<file path="config.mk">
export PLATFORM = sky130hd
export DESIGN_NAME = press_count_code_lock_top
export DESIGN_NICKNAME = d
export VERILOG_FILES = /design/src/hw/rtl/pcl_pkg.sv /design/src/hw/rtl/pcl_cfg_regs.sv /design/src/hw/rtl/pcl_core.sv /design/src/hw/rtl/press_count_code_lock_top.sv
export VERILOG_INCLUDE_DIRS = /design/src /design/src/hw/rtl
export SDC_FILE = /design/constraint.sdc
export NUM_CORES = 1
export LEC_CHECK = 0
export BUFFER_PORTS_ARGS = -buffer_cell sky130_fd_sc_hd__buf_2
export CORE_MARGIN = 2
export CORE_UTILIZATION = 51
export CTS_CLUSTER_SIZE = 30
export DETAILED_ROUTE_END_ITERATION = 8
export GPL_ROUTABILITY_DRIVEN = 0
export MAX_ROUTING_LAYER = met4
export PLACE_DENSITY_LB_ADDON = 0.12
export SLEW_MARGIN = 15
export SYNTH_ARGS = -nofsm -noshare
export SYNTH_HDL_FRONTEND = slang
export SYNTH_SLANG_ARGS = --single-unit
</file>
<file path="constraint.sdc">
create_clock -name clk -period 8.6 [get_ports clk]
set_input_delay 0.43 -clock clk [delete_from_list [all_inputs] [get_ports clk]]
set_output_delay 0.43 -clock clk [all_outputs]
set_load 0.005 [all_outputs]
</file>
<file path="src/hw/rtl/assert_macros.svh">
// Assertion macros shared by the RTL files of the press-count code lock.
// Each macro checks on the rising edge of clk and is disabled while rst_n is low.
`ifndef ASSERT_MACROS_SVH
`define ASSERT_MACROS_SVH

// Same-cycle implication: cons must hold whenever ante holds
`define AST_IMPL(lbl, ante, cons) \
    lbl: assert property (@(posedge clk) disable iff (!rst_n) (ante) |-> (cons)) \
        else $error("assertion failed");

// Next-cycle implication: cons must hold in the cycle after ante
`define AST_NEXT(lbl, ante, cons) \
    lbl: assert property (@(posedge clk) disable iff (!rst_n) (ante) |=> (cons)) \
        else $error("assertion failed");

`endif

</file>
<file path="src/hw/rtl/pcl_pkg.sv">
// Package for the press-count code lock: constants, types and helpers.
// Used by pcl_cfg_regs, pcl_core and press_count_code_lock_top.
package pcl_pkg;

    localparam int unsigned CountW   = 4;
    localparam int unsigned TimeoutW = 16;
    localparam int unsigned ApbAddrW = 4;
    localparam int unsigned ApbDataW = 32;
    localparam int unsigned InDataW  = 8;
    localparam int unsigned OutDataW = 24;

    localparam logic [CountW-1:0]   DIGIT_FULL    = 4'd10;
    localparam logic [TimeoutW-1:0] TIMEOUT_RESET = 16'd2000;
    localparam logic [CountW-1:0]   CODE1_RESET   = 4'd1;
    localparam logic [CountW-1:0]   CODE2_RESET   = 4'd2;
    localparam logic [CountW-1:0]   CODE3_RESET   = 4'd3;

    // Register index, taken from paddr[3:2]
    typedef enum logic [1:0] {
        REG_TIMEOUT = 2'd0,
        REG_CODE1   = 2'd1,
        REG_CODE2   = 2'd2,
        REG_CODE3   = 2'd3
    } reg_idx_t;

    // Entry phase
    typedef enum logic [1:0] {
        PH_IDLE = 2'd0,
        PH_DIG1 = 2'd1,
        PH_DIG2 = 2'd2,
        PH_DIG3 = 2'd3
    } phase_t;

    // Configuration handed from the register file to the core
    typedef struct packed {
        logic [TimeoutW-1:0] timeout_ticks;
        logic [CountW-1:0]   code_first;
        logic [CountW-1:0]   code_second;
        logic [CountW-1:0]   code_third;
    } cfg_t;

    // One result item, last field in the lowest bits
    typedef struct packed {
        logic              code_matched;
        logic              code_checked;
        logic [CountW-1:0] count_third;
        logic [CountW-1:0] count_second;
        logic [CountW-1:0] count_first;
        phase_t            phase;
        logic              alarm_on;
    } result_t;

    // Press count increment, saturating at ten
    function automatic logic [CountW-1:0] sat_inc(input logic [CountW-1:0] c);
        return (c < DIGIT_FULL) ? c + 4'd1 : DIGIT_FULL;
    endfunction

endpackage

</file>
<file path="src/hw/rtl/pcl_cfg_regs.sv">
// APB configuration registers of the press-count code lock.
// Depends on pcl_pkg for the register indexes and the cfg_t struct.
module pcl_cfg_regs
    import pcl_pkg::*;
(
    input  logic                clk,
    input  logic                rst_n,
    input  logic                psel,
    input  logic                penable,
    input  logic                pwrite,
    input  logic [ApbAddrW-1:0] paddr,
    input  logic [ApbDataW-1:0] pwdata,
    output logic [ApbDataW-1:0] prdata,
    output logic                pready,
    output cfg_t                cfg
);

    cfg_t     cfg_reg;
    reg_idx_t idx;
    logic     wr_en;

    assign pready = 1'b1;
    assign idx    = reg_idx_t'(paddr[3:2]);
    assign wr_en  = psel && penable && pwrite;
    assign cfg    = cfg_reg;

    // Register writes
    always_ff @(posedge clk or negedge rst_n)
    begin
        if (!rst_n)
        begin
            cfg_reg.timeout_ticks <= TIMEOUT_RESET;
            cfg_reg.code_first    <= CODE1_RESET;
            cfg_reg.code_second   <= CODE2_RESET;
            cfg_reg.code_third    <= CODE3_RESET;
        end
        else if (wr_en)
        begin
            case (idx)
                REG_TIMEOUT: cfg_reg.timeout_ticks <= pwdata[TimeoutW-1:0];
                REG_CODE1:   cfg_reg.code_first    <= pwdata[CountW-1:0];
                REG_CODE2:   cfg_reg.code_second   <= pwdata[CountW-1:0];
                REG_CODE3:   cfg_reg.code_third    <= pwdata[CountW-1:0];
                default:     ;
            endcase
        end
    end

    // Read mux
    always_comb
    begin
        case (idx)
            REG_TIMEOUT: prdata = {{(ApbDataW-TimeoutW){1'b0}}, cfg_reg.timeout_ticks};
            REG_CODE1:   prdata = {{(ApbDataW-CountW){1'b0}}, cfg_reg.code_first};
            REG_CODE2:   prdata = {{(ApbDataW-CountW){1'b0}}, cfg_reg.code_second};
            REG_CODE3:   prdata = {{(ApbDataW-CountW){1'b0}}, cfg_reg.code_third};
            default:     prdata = '0;
        endcase
    end

endmodule

</file>
<file path="src/hw/rtl/pcl_core.sv">
// Lock state and per-tick update of the press-count code lock.
// Depends on pcl_pkg; the result of a step is combinational, state updates on step.
module pcl_core
    import pcl_pkg::*;
(
    input  logic    clk,
    input  logic    rst_n,
    input  logic    step,
    input  logic    button,
    input  cfg_t    cfg,
    output result_t res
);

    phase_t              phase_reg,   phase_next;
    logic [CountW-1:0]   cnt_reg  [3];
    logic [CountW-1:0]   cnt_next [3];
    logic [TimeoutW-1:0] ticks_reg,   ticks_next;
    logic                alarm_reg,   alarm_next;
    logic [1:0]          dsel;
    logic [CountW-1:0]   cur;
    logic [TimeoutW-1:0] rem;
    logic                close;
    logic                checked;
    logic                matched;

    // Digit being entered
    always_comb
    begin
        case (phase_reg)
            PH_DIG1: dsel = 2'd0;
            PH_DIG2: dsel = 2'd1;
            default: dsel = 2'd2;
        endcase
    end

    assign cur   = cnt_reg[dsel];
    assign rem   = (ticks_reg != '0) ? ticks_reg - 16'd1 : '0;
    assign close = (rem == '0) || (cur == DIGIT_FULL);

    // Next state for one tick
    always_comb
    begin
        phase_next = phase_reg;
        cnt_next   = cnt_reg;
        ticks_next = ticks_reg;
        alarm_next = alarm_reg;
        checked    = 1'b0;
        matched    = 1'b0;
        if (phase_reg == PH_IDLE)
        begin
            if (button)
            begin
                cnt_next[0] = sat_inc(cnt_reg[0]);
                ticks_next  = cfg.timeout_ticks;
                phase_next  = PH_DIG1;
            end
        end
        else if (button)
        begin
            cnt_next[dsel] = sat_inc(cur);
            ticks_next     = cfg.timeout_ticks;
        end
        else if (close)
        begin
            if (phase_reg != PH_DIG3)
            begin
                phase_next = phase_t'(phase_reg + 2'd1);
                ticks_next = cfg.timeout_ticks;
            end
            else
            begin
                checked = 1'b1;
                matched = (cnt_reg[0] == cfg.code_first)
                       && (cnt_reg[1] == cfg.code_second)
                       && (cnt_reg[2] == cfg.code_third);
                if (matched)
                begin
                    alarm_next = ~alarm_reg;
                end
                cnt_next[0] = '0;
                cnt_next[1] = '0;
                cnt_next[2] = '0;
                ticks_next  = rem;
                phase_next  = PH_IDLE;
            end
        end
        else
        begin
            ticks_next = rem;
        end
    end

    // State registers
    always_ff @(posedge clk or negedge rst_n)
    begin
        if (!rst_n)
        begin
            phase_reg  <= PH_IDLE;
            cnt_reg[0] <= '0;
            cnt_reg[1] <= '0;
            cnt_reg[2] <= '0;
            ticks_reg  <= '0;
            alarm_reg  <= 1'b0;
        end
        else if (step)
        begin
            phase_reg <= phase_next;
            cnt_reg   <= cnt_next;
            ticks_reg <= ticks_next;
            alarm_reg <= alarm_next;
        end
    end

    // Result of this tick
    assign res.alarm_on     = alarm_next;
    assign res.phase        = phase_next;
    assign res.count_first  = cnt_next[0];
    assign res.count_second = cnt_next[1];
    assign res.count_third  = cnt_next[2];
    assign res.code_checked = checked;
    assign res.code_matched = matched;

endmodule

</file>
<file path="src/hw/rtl/press_count_code_lock_top.sv">
// Press-count code lock: items pass the input register, pcl_core and the output register.
// Throughput is one item per cycle while m_tready is high; pcl_core updates on each step.
// Input and output registers hold up to two items; s_tready drops only while both are full
// and m_tready is low. rst_n (asynchronous, active low) clears the lock state to idle,
// alarm off, and loads the registers with timeout 2000 and code 1, 2, 3.
// Depends on pcl_pkg, pcl_cfg_regs, pcl_core and assert_macros.svh.
`include "assert_macros.svh"

module press_count_code_lock_top
    import pcl_pkg::*;
(
    input  logic                clk,
    input  logic                rst_n,
    // slave side; tdata: [0] button, rest zero
    input  logic                s_tvalid,
    output logic                s_tready,
    input  logic [InDataW-1:0]  s_tdata,
    // master side; tdata: [0] alarm_on, [2:1] phase, [6:3] count_first,
    // [10:7] count_second, [14:11] count_third, [15] code_checked,
    // [16] code_matched, rest zero
    output logic                m_tvalid,
    input  logic                m_tready,
    output logic [OutDataW-1:0] m_tdata,
    // configuration port
    input  logic                psel,
    input  logic                penable,
    input  logic                pwrite,
    input  logic [ApbAddrW-1:0] paddr,
    input  logic [ApbDataW-1:0] pwdata,
    output logic [ApbDataW-1:0] prdata,
    output logic                pready
);

    localparam int unsigned ResW = $bits(result_t);

    cfg_t    cfg;
    result_t res;
    result_t out_data_reg;
    logic    out_vld_reg;
    logic    in_vld_reg;
    logic    in_btn_reg;
    logic    advance;
    logic    step;

    pcl_cfg_regs u_cfg (
        .clk     (clk),
        .rst_n   (rst_n),
        .psel    (psel),
        .penable (penable),
        .pwrite  (pwrite),
        .paddr   (paddr),
        .pwdata  (pwdata),
        .prdata  (prdata),
        .pready  (pready),
        .cfg     (cfg)
    );

    pcl_core u_core (
        .clk    (clk),
        .rst_n  (rst_n),
        .step   (step),
        .button (in_btn_reg),
        .cfg    (cfg),
        .res    (res)
    );

    // Handshake: output slot free or draining this cycle
    assign advance  = !out_vld_reg || m_tready;
    assign step     = in_vld_reg && advance;
    assign s_tready = !in_vld_reg || advance;

    // Input register
    always_ff @(posedge clk or negedge rst_n)
    begin
        if (!rst_n)
        begin
            in_vld_reg <= 1'b0;
        end
        else if (s_tready)
        begin
            in_vld_reg <= s_tvalid;
        end
    end

    always_ff @(posedge clk)
    begin
        if (s_tready && s_tvalid)
        begin
            in_btn_reg <= s_tdata[0];
        end
    end

    // Output register
    always_ff @(posedge clk or negedge rst_n)
    begin
        if (!rst_n)
        begin
            out_vld_reg <= 1'b0;
        end
        else if (advance)
        begin
            out_vld_reg <= in_vld_reg;
        end
    end

    always_ff @(posedge clk)
    begin
        if (step)
        begin
            out_data_reg <= res;
        end
    end

    assign m_tvalid = out_vld_reg;
    assign m_tdata  = {{(OutDataW-ResW){1'b0}}, out_data_reg};

    // Checks
    `AST_IMPL(a_match_needs_check, m_tvalid && out_data_reg.code_matched,
              out_data_reg.code_checked)
    `AST_IMPL(a_check_returns_idle, m_tvalid && out_data_reg.code_checked,
              out_data_reg.phase == PH_IDLE)
    `AST_IMPL(a_idle_counts_clear, m_tvalid && out_data_reg.phase == PH_IDLE,
              out_data_reg.count_first == '0 && out_data_reg.count_second == '0
              && out_data_reg.count_third == '0)
    `AST_NEXT(a_step_shows_result, step, m_tvalid)

endmodule
</file>
# Word level (Yosys, flattened, before mapping)
# Index checks and enable logic that the tools add are counted.
# classes
div_mod_pow	0
bitwise	3
n_lt_le_gt_ge	4
shift	0
mux	33
eq_ne	11
multipliers	0
reduce_logical	23
add_sub_neg	4
# ops
cell	count
case mux 32 bit (4 select lines)	1
two-way mux 16 bit	6
two-way mux 12 bit	3
two-way mux 4 bit	7
logical NOT 16 bit	1
nonzero test 16 bit	1
subtractor 16 x 1 -> 16 bit, second input constant	1
bitwise mux 12 bit	1
== test 4 bit	3
two-way mux 2 bit	5
AND reduction 2 bit	5
adder 4 x 1 -> 4 bit, second input constant	2
binary-select mux 4 bit (select 2 bit)	1
demux 4 bit (select 2 bit)	1
less-than comparator 4 bit, second input constant	2
two-way mux 8 bit	1
logical AND 1 bit	7
== test 2 bit, second input constant	3
two-way mux 1 bit	6
== test 2 x 1 -> 1 bit, second input constant	2
== test 4 bit, second input constant	1
logical NOT 2 bit	2
!= test 2 bit, second input constant	2
case mux 2 bit (2 select lines)	1
other kinds (9)	13
# totals
output_inout_bits	59
word_cells	98
mem_bits_rw	0
reg_bits	79
input_bits	51
mem_count	0
rom_bits	0
latch_bits	0

# Depth between registers and ports, before layout
# Gate-level depths: netlist of run 1.
# logic_depth
word_depth	11
ltp_mapped	13
mapped_depth_nobuf	11

# Cells and area by module
# From an unflattened synthesis of run 1, not the netlist that was laid out.
# unflattened
cells_unflattened	494
hier_area_um2	5011.1
# modules_own_cells
mod	area_per_inst_um2	cells_each	seq_area_each_um2	instances
pcl_core	2859.0	356	775.7	1
pcl_cfg_regs	1451.4	104	713.2	1
press_count_code_lock_top	700.7	34	590.6	1

# Worst setup path before layout of run 1
# No wires, ideal clock.
# synth_timing
path_type	register -> register
start	register u_core.phase_reg[0]
end	register out_data_reg, in the netlist m_tdata[4], data pin
setup_ns	0.268
path_stages_with_launch	14
slack_ns	5.504
t_arrival_ns	2.827
required_ns	8.332
n_path_buf	3
period_less_slack_ns	3.096
path_cell_list	dfrtp_1 inv_1 ha_1 clkbuf_1 clkbuf_1 mux2i_1 o21a_1 ha_1 nand2_1 or3_1 o311a_1 nor2_1 buf_2 o22ai_1
# synth_rtl
element	line	source
start: declaration	pcl_core.sv:14	phase_t phase_reg, phase_next;
start signal: assignment	pcl_core.sv:107	phase_reg <= phase_next;
end signal: assignment	press_count_code_lock_top.sv:110	out_data_reg <= res;
end: declaration	press_count_code_lock_top.sv:38	result_t out_data_reg;

==> impl_metrics.json, run 1 <==
{
  "status": "completed",
  "grt_max_degree": 62,
  "antenna_cells": 0,
  "p_leak_nw": 2.26,
  "final_common_cell": "buf_2",
  "grt-ovfl-total": 0,
  "nNetsFinal": 599,
  "core_region_area_um2": 9240,
  "r2r-end": "m_tdata[11]$_DFFE_PP_",
  "cts_sinks": 79,
  "seq_area_um2": 2080,
  "drv_slew": 0,
  "period_share_pct": 46.7,
  "cp.arrival_ns": 4.09,
  "wire_per_inst_um": 16.8,
  "first_pass_iters": 5,
  "synth-edff-count": 18,
  "insertion_delay_ns": 0.36,
  "cts-root-buf": "clkbuf_8",
  "syn_area_um2": 4850,
  "async_flop_share_pct": 77.2,
  "cts_tree": "built",
  "via_count": 3896,
  "multi_input_area_um2": 2460,
  "timing.reg2reg.setup_slack_ns": 4.58,
  "cts_resized": 0,
  "mostFrequentLayoutCells": "60 x buf_2, 51 x dfrtp_1, 34 x nand2_1",
  "initial_utilization_pct": 52.5,
  "yosys_warnings": 0,
  "hp-class": "in2async",
  "postCtsHoldBufs": 0,
  "clockBufferDepth": 2,
  "final_util_pct": 57.6,
  "drive_gt1_share_pct": 23.9,
  "yosysUniqueCellTypes": 64,
  "seqPwrFrac_pct": 44.5,
  "internal_power_mw": 0.891,
  "die_x_um": 102,
  "setup-tns-final_ns": 0,
  "htreeDepth": 3,
  "fmax_mhz": 249,
  "seq_area_frac_synth_pct": 42.9,
  "slew_headroom_pct": 38.3,
  "dp_hpwl_um": 7800,
  "finalHoldViolations": 0,
  "skew_ns": 0.00695,
  "cts_inserted_buffers": 9,
  "p_sw_mw": 0.575,
  "port_buffers": 60,
  "area_growth_syn_to_layout_pct": 9.78,
  "antenna_found_initial": 0,
  "cp_data_required_time_ns": 8.67,
  "final.fill_count": 852,
  "cap_viol_max_count": 0,
  "die-area_um2": 10300,
  "first_iter_violations": 286,
  "critPathLaunchType": "flop",
  "r2r_cells": 9,
  "syn_area_per_cell_um2": 9.84,
  "synth_top_flop_cell": "dfrtp_1",
  "largest_reg_flops": 28,
  "reg2reg_from": "u_core.ticks_reg[0]$_DFFE_PN0P_",
  "p_per_area_nw_per_um2": 275,
  "finalSetupViolations": 0,
  "grt_pass1_vias": 3412,
  "viasPerCell": 5.80,
  "critPathCaptureType": "flop",
  "ant_nets": 0,
  "crit_fanout": 12,
  "wirelength_um": 11300,
  "fin_crit_ns": 4.02,
  "grt_use_total_pct": 23.3,
  "die_h_um": 102,
  "p_comb_share_pct": 36.2,
  "clk_pin_slew_worst_paths_ns": 0.08,
  "rsz0062_at_grt": "no",
  "ir_drop_v": 0.000119,
  "cts_setup_buffers": 0,
  "p_clk_share_pct": 19.3,
  "p_sw_share_pct": 39.2,
  "drc": 0,
  "grt_first_pass_wirelength_um": 18100,
  "core.rowCount": 35,
  "worst_pin_slew_ns": 0.925,
  "ys_ff_latch": 79,
  "pin_count": 110,
  "criticalPathCategory": "reg2reg",
  "syn_inst": 493
}
cell usage after synthesis, types with 11 or more instances:
cell | count | area (µm²)
nor2_1 | 30 | 113
xnor2_1 | 12 | 105
inv_1 | 20 | 75.1
nor3_1 | 11 | 55.1
o21ai_0 | 25 | 125
mux2_2 | 28 | 315
o22ai_1 | 12 | 75.1
edfxtp_1 | 18 | 541
nand3_1 | 16 | 80.1
a21oi_1 | 19 | 95.1
and2_1 | 16 | 100
clkbuf_1 | 22 | 82.6
nand2_1 | 34 | 128
mux2i_1 | 11 | 110
buf_4 | 25 | 188
dfrtp_1 | 51 | 1280
worst max-delay path by stage:
stage                                                from               endpoint
final                     u_core.ticks_reg[0]$_DFFE_PN0P_  m_tdata[11]$_DFFE_PP_
after global routing      u_core.ticks_reg[0]$_DFFE_PN0P_   m_tdata[4]$_DFFE_PP_
after CTS                 u_core.ticks_reg[0]$_DFFE_PN0P_  m_tdata[11]$_DFFE_PP_
after detailed placement  u_core.ticks_reg[0]$_DFFE_PN0P_  m_tdata[11]$_DFFE_PP_
after global placement    u_core.ticks_reg[0]$_DFFE_PN0P_  m_tdata[11]$_DFFE_PP_
after floorplan           u_core.phase_reg[0]$_DFFE_PN0P_   m_tdata[4]$_DFFE_PP_
worst max-delay path: stages (launching register included):
cell	delay [ns]
dfrtp_1	0.46
inv_1	0.09
ha_1	0.28
nor3b_1	0.50
and2_1	0.23
nor2b_1	0.58
a41oi_1	0.24
o311a_1	0.51
nor2_1	0.62
o21ai_0	0.21
final cells by class:
type,count,area share (%)
repair buffers,66,6.49
flip-flops and latches,79,39.1
multi-input cells,361,46.3
clock buffers,10,2.40
inverters,21,1.48
well taps,129,3.03
clock inverters,6,1.27
through the flow:
stage | std cells | cell area [µm²] | power, mW | hold slack (ns) | worst slack (ns)
after floorplan | 515 | 4930 | 1.03 | 0.134 | 5.50
after global placement | 656 | 5130 | 1.16 | 0.472 | 4.72
after detailed placement | 656 | 5130 | 1.18 | 0.483 | 4.63
after CTS | 672 | 5320 | 1.47 | 0.233 | 4.61
after global routing | 672 | 5320 | 1.57 | 0.223 | 4.26
final | 672 | 5320 | 1.47 | 0.212 | 4.58
kinds of logic (layout without fill, tap and decap cells):
family,after synthesis,after routing,share of synthesized area [%]
and+or+nand+nor,157,157,17.2
AOI/OAI and AO/OA,110,110,15.4
DFF,79,79,42.9
buffers and inverters,75,103,8.13
muxes,43,43,10.6
xor gates and xnor gates,17,17,3.07
adders and majority gates,10,10,2.58
other,2,24,0.155
power by group through the flow:
stage	registers (mW)	clock network (mW)	logic, mW
floorplan	0.592	0	0.442
global placement	0.652	0	0.512
detailed placement	0.656	0	0.525
CTS	0.650	0.288	0.528
global route	0.671	0.305	0.595
finish	0.652	0.283	0.531
layer usage:
layer,global-route usage (%),wire length [µm],vias up,share of wire (%)
li1,-,-,1850,-
met1,36.3,5490,1880,49
met2,31.0,4970,151,44
met3,4.69,695,15,6.2
met4,5.30,139,0,1.2
met5,-,0,-,0
Power figures use the tool's default switching activity.
==> inputs of run 2 (changes only) <==
--- a/config.mk
+++ b/config.mk
@@ -6,9 +6,10 @@
 export SDC_FILE = /design/constraint.sdc
 export NUM_CORES = 1
 export LEC_CHECK = 0
+export ABC_AREA = 1
 export BUFFER_PORTS_ARGS = -buffer_cell sky130_fd_sc_hd__buf_2
 export CORE_MARGIN = 2
-export CORE_UTILIZATION = 51
+export CORE_UTILIZATION = 50
 export CTS_CLUSTER_SIZE = 30
 export DETAILED_ROUTE_END_ITERATION = 8
 export GPL_ROUTABILITY_DRIVEN = 0
==> constraint.sdc (replaced) <==
create_clock -name clk -period 3.47 [get_ports clk]
set_input_delay 0.1735 -clock clk [delete_from_list [all_inputs] [get_ports clk]]
set_output_delay 0.1735 -clock clk [all_outputs]
set_load 0.005 [all_outputs]
==> run 2 against run 1 <==
Net effect:
- routed wire length up 2.9%
- critical path type unchanged
- area after synthesis grew 4.6%
- register-to-register slack worse by 4.2 ns
- global-route usage decreased by 0.10 points
- final cell count up 30%
==> impl_metrics.json, run 2 <==
{
  "stdcell_count": 874,
  "fmax_mhz": 320,
  "via_count": 4443,
  "crit_end": "u_core.ticks_reg[6]$_DFFE_PN0P_",
  "yosys.area.top_type": "dfrtp_1",
  "first_iter_violations": 347,
  "clockBufferDepth": 2,
  "ys_ff_latch": 79,
  "netlist_top_cells_count": "162 x nand2_1, 81 x inv_1, 71 x nor2_1, 51 x dfrtp_1, 49 x nand3_1",
  "yosysUniqueCellTypes": 38,
  "drc": 0,
  "cts_resized": 0,
  "reg2reg_from": "u_core.phase_reg[0]$_DFFE_PN0P_",
  "status": "completed",
  "cts_sinks": 79,
  "grt_first_pass_wirelength_um": 19900,
  "setup-tns-final_ns": 0,
  "cts_tree": "built",
  "async_flop_share_pct": 77.2,
  "skew_ns": 0.0120,
  "hp-class": "in2reg",
  "r2r-end": "u_core.ticks_reg[6]$_DFFE_PN0P_",
  "final_common_cell": "nand2_1",
  "rsz0062_at_grt": "no",
  "p_per_area_nw_per_um2": 824,
  "cp.arrival_ns": 3.37,
  "htreeDepth": 3,
  "finalHoldViolations": 0,
  "period_share_pct": 90.0,
  "initial_utilization_pct": 51.7,
  "grt_use_total_pct": 23.2,
  "synth_top_flop_cell": "dfrtp_1",
  "timing.reg2reg.setup_slack_ns": 0.35,
  "grt-ovfl-total": 0,
  "core_region_area_um2": 9820,
  "dp_cells": 854,
  "drive_gt1_share_pct": 17.5,
  "dp_hpwl_um": 8520,
  "viasPerCell": 5.08,
  "cts-root-buf": "clkbuf_8",
  "clk_pin_slew_worst_paths_ns": 0.08,
  "yosys_warnings": 0,
  "seq_area_frac_synth_pct": 41.0,
  "wirelength_um": 11600,
  "die_x_um": 105,
  "pin_count": 110,
  "area_growth_syn_to_layout_pct": 10.5,
  "mostFrequentLayoutCells": "162 x nand2_1, 81 x inv_1, 71 x nor2_1",
  "core.rowCount": 36,
  "syn_area_per_cell_um2": 7.49,
  "synth_area_leaders": "dfrtp_1 25%, nand2_1 12%, edfxtp_1 11%",
  "first_pass_iters": 5,
  "antenna_cells": 0,
  "crit_fanout": 17,
  "nNetsFinal": 797,
  "ir_drop_v": 0.000381,
  "finalSetupViolations": 0,
  "criticalPathCategory": "reg2reg",
  "grt_max_degree": 41,
  "synth_xor_area_share_pct": 2.42,
  "syn_area_um2": 5070,
  "crit_start": "u_core.phase_reg[0]$_DFFE_PN0P_",
  "synth_top_area_share_pct": 25.1,
  "synth-adder-area-share_pct": 2.47,
  "p_leak_nw": 2.83,
  "synth_top_family_by_area": "simple AND/OR/NAND/NOR gates",
  "ant_nets": 0,
  "critPathLaunchType": "flop",
  "grt_pass1_vias": 4105,
  "critPathCaptureType": "flop",
  "die_h_um": 105,
  "die-area_um2": 11000,
  "worst_pin_slew_ns": 0.916,
  "port_buffers": 60,
  "synth-simple-area-share_pct": 29.3,
  "insertion_delay_ns": 0.38,
  "synth-edff-count": 18,
  "slew_headroom_pct": 38.7,
  "fin_crit_ns": 3.12,
  "synth_most_common_cell": "nand2_1",
  "largest_reg_flops": 28,
  "cap_viol_max_count": 0,
  "r2r_cells": 14,
  "drv_slew": 0,
  "syn_inst": 678,
  "antenna_found_initial": 0,
  "synth_compound_area_share_pct": 12.9,
  "cp_data_required_time_ns": 3.72,
  "synth_mux_area_share_pct": 0,
  "cts_inserted_buffers": 9,
  "wire_per_inst_um": 13.3
}
[run 2: per-stage QoR]
| stage | instance area (µm²) | setup slack [ns] | total power [mW] | utilization (%) | hold WS, ns |
|---|---|---|---|---|---|
| after floorplan | 5160 | 0.943 | 3.34 | - | -0.122 |
| after global placement | 5360 | 0.457 | 3.82 | 54.6 | 0.174 |
| after detailed placement | 5360 | 0.377 | 3.89 | 54.6 | 0.175 |
| after CTS | 5610 | 0.359 | 4.64 | 57.1 | 0.00301 |
| after global routing | 5610 | 0.0397 | 5.07 | 57.1 | 0.0256 |
| final | 5610 | 0.348 | 4.62 | 57.1 | 0.0234 |
[run 2: cell type report]
type,instances,area [µm²]
fill,959,4210
multi-input combinational,496,2480
sequential,79,2080
timing repair buffer,68,370
inverter,82,308
tap,133,166
clock buffer,10,138
clock inverter,6,65.1
[run 2: worst min path at each step]
stage	startpoint	to	cells after the start
detailed placement	rst_n	u_core.ticks_reg[14]$_DFFE_PN0P_	1
global placement	rst_n	u_core.ticks_reg[14]$_DFFE_PN0P_	1
finish	s_tvalid	in_vld_reg$_DFFE_PN0N_	3
floorplan	rst_n	in_vld_reg$_DFFE_PN0N_	0
CTS	pwdata[9]	u_cfg.cfg[21]$_DFFE_PN1P_	3
global route	pwdata[8]	u_cfg.cfg[20]$_DFFE_PN1P_	3
[run 2: per-layer routing]
metal  track usage [%]  share of wire (%)  up-vias  wire length [µm]
li1                  -                  -     2253                 -
met4              4.76                1.0        0               120
met5                 -                  0        -                 0
met2              35.2                 45      130              5200
met3              5.93                5.7       11               665
met1              31.8                 48     2049              5630
[run 2: timing repair]
| action | CTS | global route |
|---|---|---|
| setup buffers | 0 | 0 |
| hold buffers | 4 | 0 |
| hold endpoints to repair | 18 | 0 |
[run 2: critical path: stages (launching register included)]
cell and delay (ns):
dfrtp_1 0.45, inv_1 0.14, ha_1 0.39, clkinv_1 0.27, a21oi_1 0.19, o21ai_0 0.09
o21ai_0 0.19, inv_1 0.10, ha_1 0.21, nand2_1 0.11, nand2_4 0.12, a21oi_4 0.44
nand2_1 0.13, nand3_2 0.09, o21ai_2 0.05
[run 2: cell families (layout without fill, tap and decap cells)]
logic type / Yosys count / count (layout)
flip-flops: 79 / 79
adder cells (fa/ha/maj): 10 / 10
other: 2 / 24
XOR/XNOR: 14 / 14
AO/OA/AOI/OAI: 118 / 118
buffers and inverters: 125 / 166
AND/OR/NAND/NOR: 330 / 330
[run 2: report_power, final]
group	total, mW	switching [mW]	leakage, nW	internal (mW)
Combinational	2.27	1.46	1.83	0.809
Sequential	1.63	0.297	0.900	1.33
Clock	0.722	0.366	0.108	0.356
